File: config.mk
export PLATFORM = sky130hd
export DESIGN_NAME = nmea_sentence_validator
export DESIGN_NICKNAME = d
export VERILOG_FILES = /design/src/rtl/core/nsv_pkg.sv /design/src/rtl/core/nsv_scan.sv /design/src/rtl/core/nmea_sentence_validator.sv
export SDC_FILE = /design/constraint.sdc
export NUM_CORES = 1
export LEC_CHECK = 0
export ABC_AREA = 1
export CAP_MARGIN = 20
export CORE_UTILIZATION = 65
export CTS_CLUSTER_SIZE = 40
export DETAILED_ROUTE_END_ITERATION = 10
export DONT_BUFFER_PORTS = 1
export GPL_TIMING_DRIVEN = 1
export PLACE_DENSITY = 0.81
export REMOVE_ABC_BUFFERS = 1
export SYNTH_ARGS = -nofsm -noshare
export SYNTH_HDL_FRONTEND = slang
export SYNTH_HIERARCHICAL = 1
export SYNTH_SLANG_ARGS = --single-unit
export TNS_END_PERCENT = 100
File: constraint.sdc
create_clock -name aclk -period 4.4 [get_ports aclk]
set_input_delay 0.66 -clock aclk [delete_from_list [all_inputs] [get_ports aclk]]
set_output_delay 0.66 -clock aclk [all_outputs]
set_load 0.02 [all_outputs]
File: src/rtl/core/nsv_pkg.sv
// Package for the sentence validator: character codes, field layout,
// the verdict type and the hex digit decoder. Depends on nothing.
package nsv_pkg;

    localparam logic [7:0] CH_DOLLAR = 8'h24;
    localparam logic [7:0] CH_STAR   = 8'h2A;
    localparam logic [7:0] CH_COMMA  = 8'h2C;
    localparam logic [7:0] CH_G      = 8'h47;
    localparam logic [7:0] CH_P      = 8'h50;
    localparam logic [7:0] CH_UC_A   = 8'h41;
    localparam logic [7:0] CH_UC_F   = 8'h46;
    localparam logic [7:0] CH_UC_Z   = 8'h5A;
    localparam logic [7:0] CH_LC_A   = 8'h61;
    localparam logic [7:0] CH_LC_F   = 8'h66;
    localparam logic [7:0] CH_ZERO   = 8'h30;
    localparam logic [7:0] CH_NINE   = 8'h39;

    localparam int          POS_W    = 4;
    localparam logic [3:0]  POS_FULL = 4'd9;
    localparam logic [4:0]  HEX_NONE = 5'd16;

    // Bit positions of the result fields in m_tdata.
    localparam int M_WF_BIT   = 0;
    localparam int M_OK_BIT   = 1;
    localparam int M_CALC_LSB = 2;
    localparam int M_RECV_LSB = 10;
    localparam int M_DATA_W   = 24;

    typedef struct packed {
        logic [7:0] received_sum;
        logic [7:0] computed_sum;
        logic       checksum_ok;
        logic       well_formed;
    } verdict_t;

    // Value of a hex digit in either case, or HEX_NONE for any other byte.
    function automatic logic [4:0] hex_value(input logic [7:0] c);
        logic [7:0] d;
        begin
            d = 8'd0;
            if (c >= CH_ZERO && c <= CH_NINE) begin
                d = c - CH_ZERO;
                hex_value = d[4:0];
            end else if (c >= CH_UC_A && c <= CH_UC_F) begin
                d = c - CH_UC_A + 8'd10;
                hex_value = d[4:0];
            end else if (c >= CH_LC_A && c <= CH_LC_F) begin
                d = c - CH_LC_A + 8'd10;
                hex_value = d[4:0];
            end else begin
                hex_value = HEX_NONE;
            end
        end
    endfunction

endpackage

File: src/rtl/core/nsv_scan.sv
// Per-sentence scanner: header, reserved character and checksum state,
// updated once per byte, with the verdict formed on the final byte.
// Depends on nsv_pkg.
module nsv_scan
    import nsv_pkg::*;
(
    input  logic       aclk,
    input  logic       aresetn,
    input  logic       step,
    input  logic [7:0] char_byte,
    input  logic       last_byte,
    output verdict_t   verdict
);

    logic [POS_W-1:0] pos_reg, pos_next;
    logic             hdr_good_reg, hdr_good_next;
    logic             comma_reg, comma_next;
    logic             viol_reg, viol_next;
    logic             pend_reg, pend_next;
    logic [1:0]       after_reg, after_next;
    logic             dollar_reg, dollar_next;
    logic             star_reg, star_next;
    logic [7:0]       xor_reg, xor_next;
    logic [7:0]       prev0_reg, prev1_reg;

    logic             reserved;
    logic [4:0]       hi_val, lo_val;
    logic             digits;
    logic [7:0]       recv;

    always_comb begin
        reserved      = (char_byte == CH_STAR) || (char_byte == CH_DOLLAR);
        hdr_good_next = hdr_good_reg;
        case (pos_reg)
            4'd0: if (char_byte != CH_DOLLAR) hdr_good_next = 1'b0;
            4'd1: if (char_byte != CH_G) hdr_good_next = 1'b0;
            4'd2: if (char_byte != CH_P) hdr_good_next = 1'b0;
            4'd3, 4'd4, 4'd5: begin
                if (char_byte < CH_UC_A || char_byte > CH_UC_Z) hdr_good_next = 1'b0;
            end
            default: ;
        endcase
        pos_next = (pos_reg < POS_FULL) ? pos_reg + 1'b1 : pos_reg;

        // An asterisk or dollar after the first comma must be followed by
        // exactly two more bytes and nothing else reserved.
        viol_next  = viol_reg;
        pend_next  = pend_reg;
        after_next = after_reg;
        if (comma_reg && reserved) begin
            if (pend_reg) viol_next = 1'b1;
            pend_next  = 1'b1;
            after_next = 2'd0;
        end else if (pend_reg) begin
            if (after_reg >= 2'd2) begin
                viol_next  = 1'b1;
                pend_next  = 1'b0;
                after_next = 2'd0;
            end else begin
                after_next = after_reg + 1'b1;
            end
        end
        comma_next = comma_reg || (char_byte == CH_COMMA);

        star_next   = star_reg;
        dollar_next = dollar_reg;
        xor_next    = xor_reg;
        if (!star_reg) begin
            if (char_byte == CH_STAR) begin
                star_next = 1'b1;
            end else if (char_byte == CH_DOLLAR && !dollar_reg) begin
                dollar_next = 1'b1;
                xor_next    = 8'd0;
            end else begin
                xor_next = xor_reg ^ char_byte;
            end
        end else if (char_byte == CH_DOLLAR && !dollar_reg) begin
            dollar_next = 1'b1;
            xor_next    = 8'd0;
        end

        hi_val = hex_value(prev0_reg);
        lo_val = hex_value(char_byte);
        digits = (hi_val != HEX_NONE) && (lo_val != HEX_NONE);
        recv   = digits ? {hi_val[3:0], lo_val[3:0]} : 8'd0;

        verdict.well_formed  = hdr_good_next && (prev1_reg == CH_STAR) && digits
                               && (pos_next >= POS_FULL) && !viol_next;
        verdict.checksum_ok  = star_next && digits && (recv == xor_next);
        verdict.computed_sum = xor_next;
        verdict.received_sum = recv;
    end

    always_ff @(posedge aclk) begin
        if (!aresetn || (step && last_byte)) begin
            pos_reg      <= '0;
            hdr_good_reg <= 1'b1;
            comma_reg    <= 1'b0;
            viol_reg     <= 1'b0;
            pend_reg     <= 1'b0;
            after_reg    <= 2'd0;
            dollar_reg   <= 1'b0;
            star_reg     <= 1'b0;
            xor_reg      <= 8'd0;
            prev0_reg    <= 8'd0;
            prev1_reg    <= 8'd0;
        end else if (step) begin
            pos_reg      <= pos_next;
            hdr_good_reg <= hdr_good_next;
            comma_reg    <= comma_next;
            viol_reg     <= viol_next;
            pend_reg     <= pend_next;
            after_reg    <= after_next;
            dollar_reg   <= dollar_next;
            star_reg     <= star_next;
            xor_reg      <= xor_next;
            prev0_reg    <= char_byte;
            prev1_reg    <= prev0_reg;
        end
    end

endmodule

File: src/rtl/core/nmea_sentence_validator.sv
// Top level of the sentence validator: input register, scanner and
// result register with stream handshakes. Depends on nsv_pkg and nsv_scan.
//
//   channel | direction | payload
//   s_      | in        | tdata[7:0] char_byte, tlast last_byte
//   m_      | out       | tdata: well_formed, checksum_ok, computed_sum, received_sum
//
// One byte per cycle unless a held verdict stalls the input; the verdict is registered in
// the result register. The scanner updates its state when a registered byte advances.
// aresetn clears the sentence state, so the next byte starts a sentence.
// A held verdict stalls the input only when a further final byte arrives.
module nmea_sentence_validator
    import nsv_pkg::*;
(
    input  logic                aclk,
    input  logic                aresetn,
    input  logic                s_tvalid,
    output logic                s_tready,
    input  logic [7:0]          s_tdata,   // [7:0] char_byte
    input  logic                s_tlast,   // last_byte
    output logic                m_tvalid,
    input  logic                m_tready,
    output logic [M_DATA_W-1:0] m_tdata    // [0] well_formed, [1] checksum_ok,
                                           // [9:2] computed_sum, [17:10] received_sum
);

    logic       in_vld_reg;
    logic [7:0] in_byte_reg;
    logic       in_last_reg;
    logic       out_vld_reg, out_vld_next;
    verdict_t   out_reg;
    verdict_t   verdict;
    logic       out_free;
    logic       advance;

    assign out_free = !out_vld_reg || m_tready;
    assign advance  = in_vld_reg && (!in_last_reg || out_free);
    assign s_tready = !in_vld_reg || advance;

    always_ff @(posedge aclk) begin
        if (!aresetn) begin
            in_vld_reg <= 1'b0;
        end else if (s_tready) begin
            in_vld_reg <= s_tvalid;
        end
    end

    always_ff @(posedge aclk) begin
        if (s_tready && s_tvalid) begin
            in_byte_reg <= s_tdata;
            in_last_reg <= s_tlast;
        end
    end

    nsv_scan u_scan (
        .aclk      (aclk),
        .aresetn   (aresetn),
        .step      (advance),
        .char_byte (in_byte_reg),
        .last_byte (in_last_reg),
        .verdict   (verdict)
    );

    always_comb begin
        out_vld_next = out_vld_reg && !m_tready;
        if (advance && in_last_reg) out_vld_next = 1'b1;
    end

    always_ff @(posedge aclk) begin
        if (!aresetn) begin
            out_vld_reg <= 1'b0;
        end else begin
            out_vld_reg <= out_vld_next;
        end
    end

    always_ff @(posedge aclk) begin
        if (advance && in_last_reg) out_reg <= verdict;
    end

    assign m_tvalid = out_vld_reg;
    assign m_tdata  = {{(M_DATA_W - 18){1'b0}}, out_reg.received_sum,
                       out_reg.computed_sum, out_reg.checksum_ok, out_reg.well_formed};

endmodule

==> metrics.md <==
| Metric | Value |
|---|---|
| Outcome | finished clean |
| Depth of the most critical reg-to-reg path | 13 |
| Share of layout cells above drive strength 1 | 0.107 |
| Cell Count, Final, Fillers Out | 557 |
| H-tree levels | 3 |
| Max stage delay cell, worst path | edfxtp_1 |
| Initial antenna violation count | 0 |
| Crit path top cell by count | nand2_1 |
| Final #Nets | around 510 |
| Drt pass-1 iters | 6 |
| Clock Tree Buf Depth | 2 |
| Die Footprint | around 6000 um2 |
| Largest net degree at the start of global routing | 38 |
| Flops & latches, synth | 65 |
| Overall Power | about 0.0013 W |
| Vias | 3047 |
| Hold depth | 0 |
| Worst flop-to-flop path startpoint | in_byte_reg[0] |
| Hold Path End | in_last_reg |
| Antenna-violating nets left | 0 |
| Drt via density | ~5.5 |
| HP Start | s_tlast |
| CTS Buf Count | 9 |
| Most common cell after layout, fill and taps aside | nand2_1 |
| Diode count | 0 |
| Clk pin slew, worst setup/hold paths | approximately 0.070 ns |
| Commonest non-fill, non-tap cells in the layout | 124 x nand2_1, 70 x inv_1, 38 x dfxtp_1 |
| Latest clock arrival within the worst-skew pair | 0.34 ns |
| Per-cell routed wire length | 13.7 um |
| Post-cts hold buffer count | 0 |
| RSZ-0062 raised after global routing | no |
| Total power per unit cell area | between 300 and 400 nW/um2 |
| Ys Warns | 6 |
| Fillers | between 400 and 500 |
| Clk sinks | 65 |
| Crit path cell chain | inv_1 -> ha_1 -> inv_1 -> nand3_1 -> nand3_2 -> nand2_1 -> xor2_1 -> nand3_2 -> nand2_1 -> nand2_1 -> nor2_1 -> nand2_1 -> nor2_1 |
| Skew final | ~0.011 ns |
| Row Count | 26 |
| Crit end category | flip-flop |
| Worst Path Required | between 4 and 5 ns |
| IO Pins | 39 |
| CTS resizes | 0 |
| Setup bufs post-CTS | 0 |
| First-pass GRT wire length | roughly 13000 um |
| Fmax | between 400 and 500 MHz |
| Total gr overflow | 0 |
| Area of all sequential standard cells | about 1600 um2 |
| Max capacitance violation total | 0 |
| Die W | ~77 um |
| Setup_tns | 0 ns |
| Worst slew pin tran | 0.744 ns |
| Seq/Total Area, Yosys | 0.430 |
| VDD IR max | approximately 0.00023 V |
| Synth unique cells | 40 |
| Crit-path max FO | 6 |
| Starting Density | 0.694 |
| Worst reg2reg endpoint | m_tdata[1] |
| Syn Std Cell Area | 3660 um2 |
| Final Max Tran Viols | 0 |
| R2R Setup Slk | between 1.5 and 2 ns |
| Multi-input logic area | ~1700 um2 |
| Core Region | between 5000 and 6000 um2 |
| CP Launch Type | flip-flop |
| P_leak | 1.81 nW |
| Final Cycle Share | 0.549 |
| Syn avg cell area | approximately 7.6 um2 |
| Final min period | around 2.4 ns |
| CTS tree | built |
| Root buf cell | clkbuf_8 |
| HPWL Detailed | between 5000 and 6000 um |
| Crit Path Class | flip-flop to flip-flop |
| Final setup violation count | 0 |
| Port-buffer cells | 0 |
| Number of global-route vias before repair | around 2800 |
| DRT Wirelength | ~7700 um |
| Placed Cells | between 500 and 600 |
| Die Span Y | roughly 77 um |
| Overall Global Routing Usage | 0.278 |
| DRC violations left | 0 |
| Critical path data arrival time | ~2.6 ns |
| GPL Wtd Cong | approximately 0.82 |
| Worst relative slew slack | 0.504 |
| Initial DRC count | between 200 and 300 |
| Max FFs per register | 18 |
| Layout area overhead | 5.13% |
| Hold Crit Class | primary input to flip-flop |
| Final Hold Fails | 0 |
| Crit path largest cell delay | 0.53 ns |
| Syn Inst Count | 484 |
## cell type report
cell class / count / area share
clock buffer: 11 / 0.0342
timing repair buffer: 1 / 0.00195
multi-input combinational: 323 / 0.437
tap: 70 / 0.0228
inverter: 82 / 0.0801
sequential: 65 / 0.409
clock inverter: 5 / 0.0146
## worst max path at each step
| stage | startpoint | endpoint | slack [ns] | cells after the start |
|---|---|---|---|---|
| detailed placement | m_tready | u_scan/xor_reg[5] | 1.81 | 10 |
| finish | in_byte_reg[0] | m_tdata[1] | 1.98 | 13 |
| floorplan | m_tready | u_scan/pos_reg[0] | 2.02 | 9 |
| global placement | m_tready | u_scan/xor_reg[0] | 1.88 | 10 |
| CTS | in_byte_reg[0] | m_tdata[1] | 2.01 | 13 |
| global route | in_last_reg | u_scan/xor_reg[0] | 1.71 | 9 |
## worst max-delay path: cells and delay by family (launching register included)
| kind | cells | cell delay (ns) |
|---|---|---|
| fa+ha+maj | 1 | 0.27 |
| buf+inv | 2 | 0.32 |
| flops | 1 | 0.53 |
| xor+xnor | 1 | 0.31 |
| simple gates | 9 | 0.86 |
## routing by layer
metal,up-vias,wire length [um],part of all wire,track usage
li1,1533,-,-,-
met1,1388,3240,0.42,0.345
met2,109,3730,0.49,0.470
met3,17,502,0.066,0.0452
met4,0,187,0.024,0.136
met5,-,0,0,0
## logic make-up after synthesis
logic type | synth area share
compound gates | 0.111
xor+xnor | 0.0192
fa+ha+maj | 0.0376
buf+inv | 0.115
flops | 0.430
other cells | 0.00103
simple gates | 0.286
## synth_stat cells, drive strengths merged
library cell | number | area [um2]
nand3 | 37 | 230
ha | 11 | 138
or2 | 1 | 6.26
o211ai | 2 | 15.0
a211oi | 2 | 15.0
dfxtp | 38 | 761
a21boi | 1 | 7.51
nand3b | 1 | 7.51
edfxtp | 27 | 811
clkinv | 1 | 3.75
xor2 | 7 | 61.3
o211a | 2 | 20.0
a21oi | 36 | 188
xnor2 | 1 | 8.76
o21ai | 28 | 140
conb | 1 | 3.75
nor4b | 1 | 8.76
clkbuf | 8 | 33.8
o31ai | 1 | 7.51
nor2 | 32 | 135
buf | 11 | 80.1
nand2 | 138 | 568
o22ai | 1 | 6.26
inv | 81 | 304
nand4 | 10 | 68.8
a22oi | 1 | 7.51
nor3 | 4 | 20.0
## power breakdown
group	internal, W	switching (W)	leakage (nW)	total, W
Clock	0.000261	0.000222	0.0933	0.000483
Combinational	0.0000460	0.000106	1.14	0.000152
Sequential	0.000652	0.0000307	0.574	0.000682
Total	0.000959	0.000359	1.81	0.00132
## metrics by stage
step | util | hold WS [ns] | setup WS (ns) | cell area (um2)
finish | 0.729 | 0.416 | 1.98 | 3840
global route | 0.729 | 0.399 | 1.71 | 3840
CTS | 0.729 | 0.403 | 2.01 | 3840
detailed placement | 0.694 | 0.444 | 1.81 | 3660
global placement | 0.694 | 0.443 | 1.88 | 3660
floorplan | - | 0.430 | 2.02 | 3560
(Power assumes the default switching activity.)
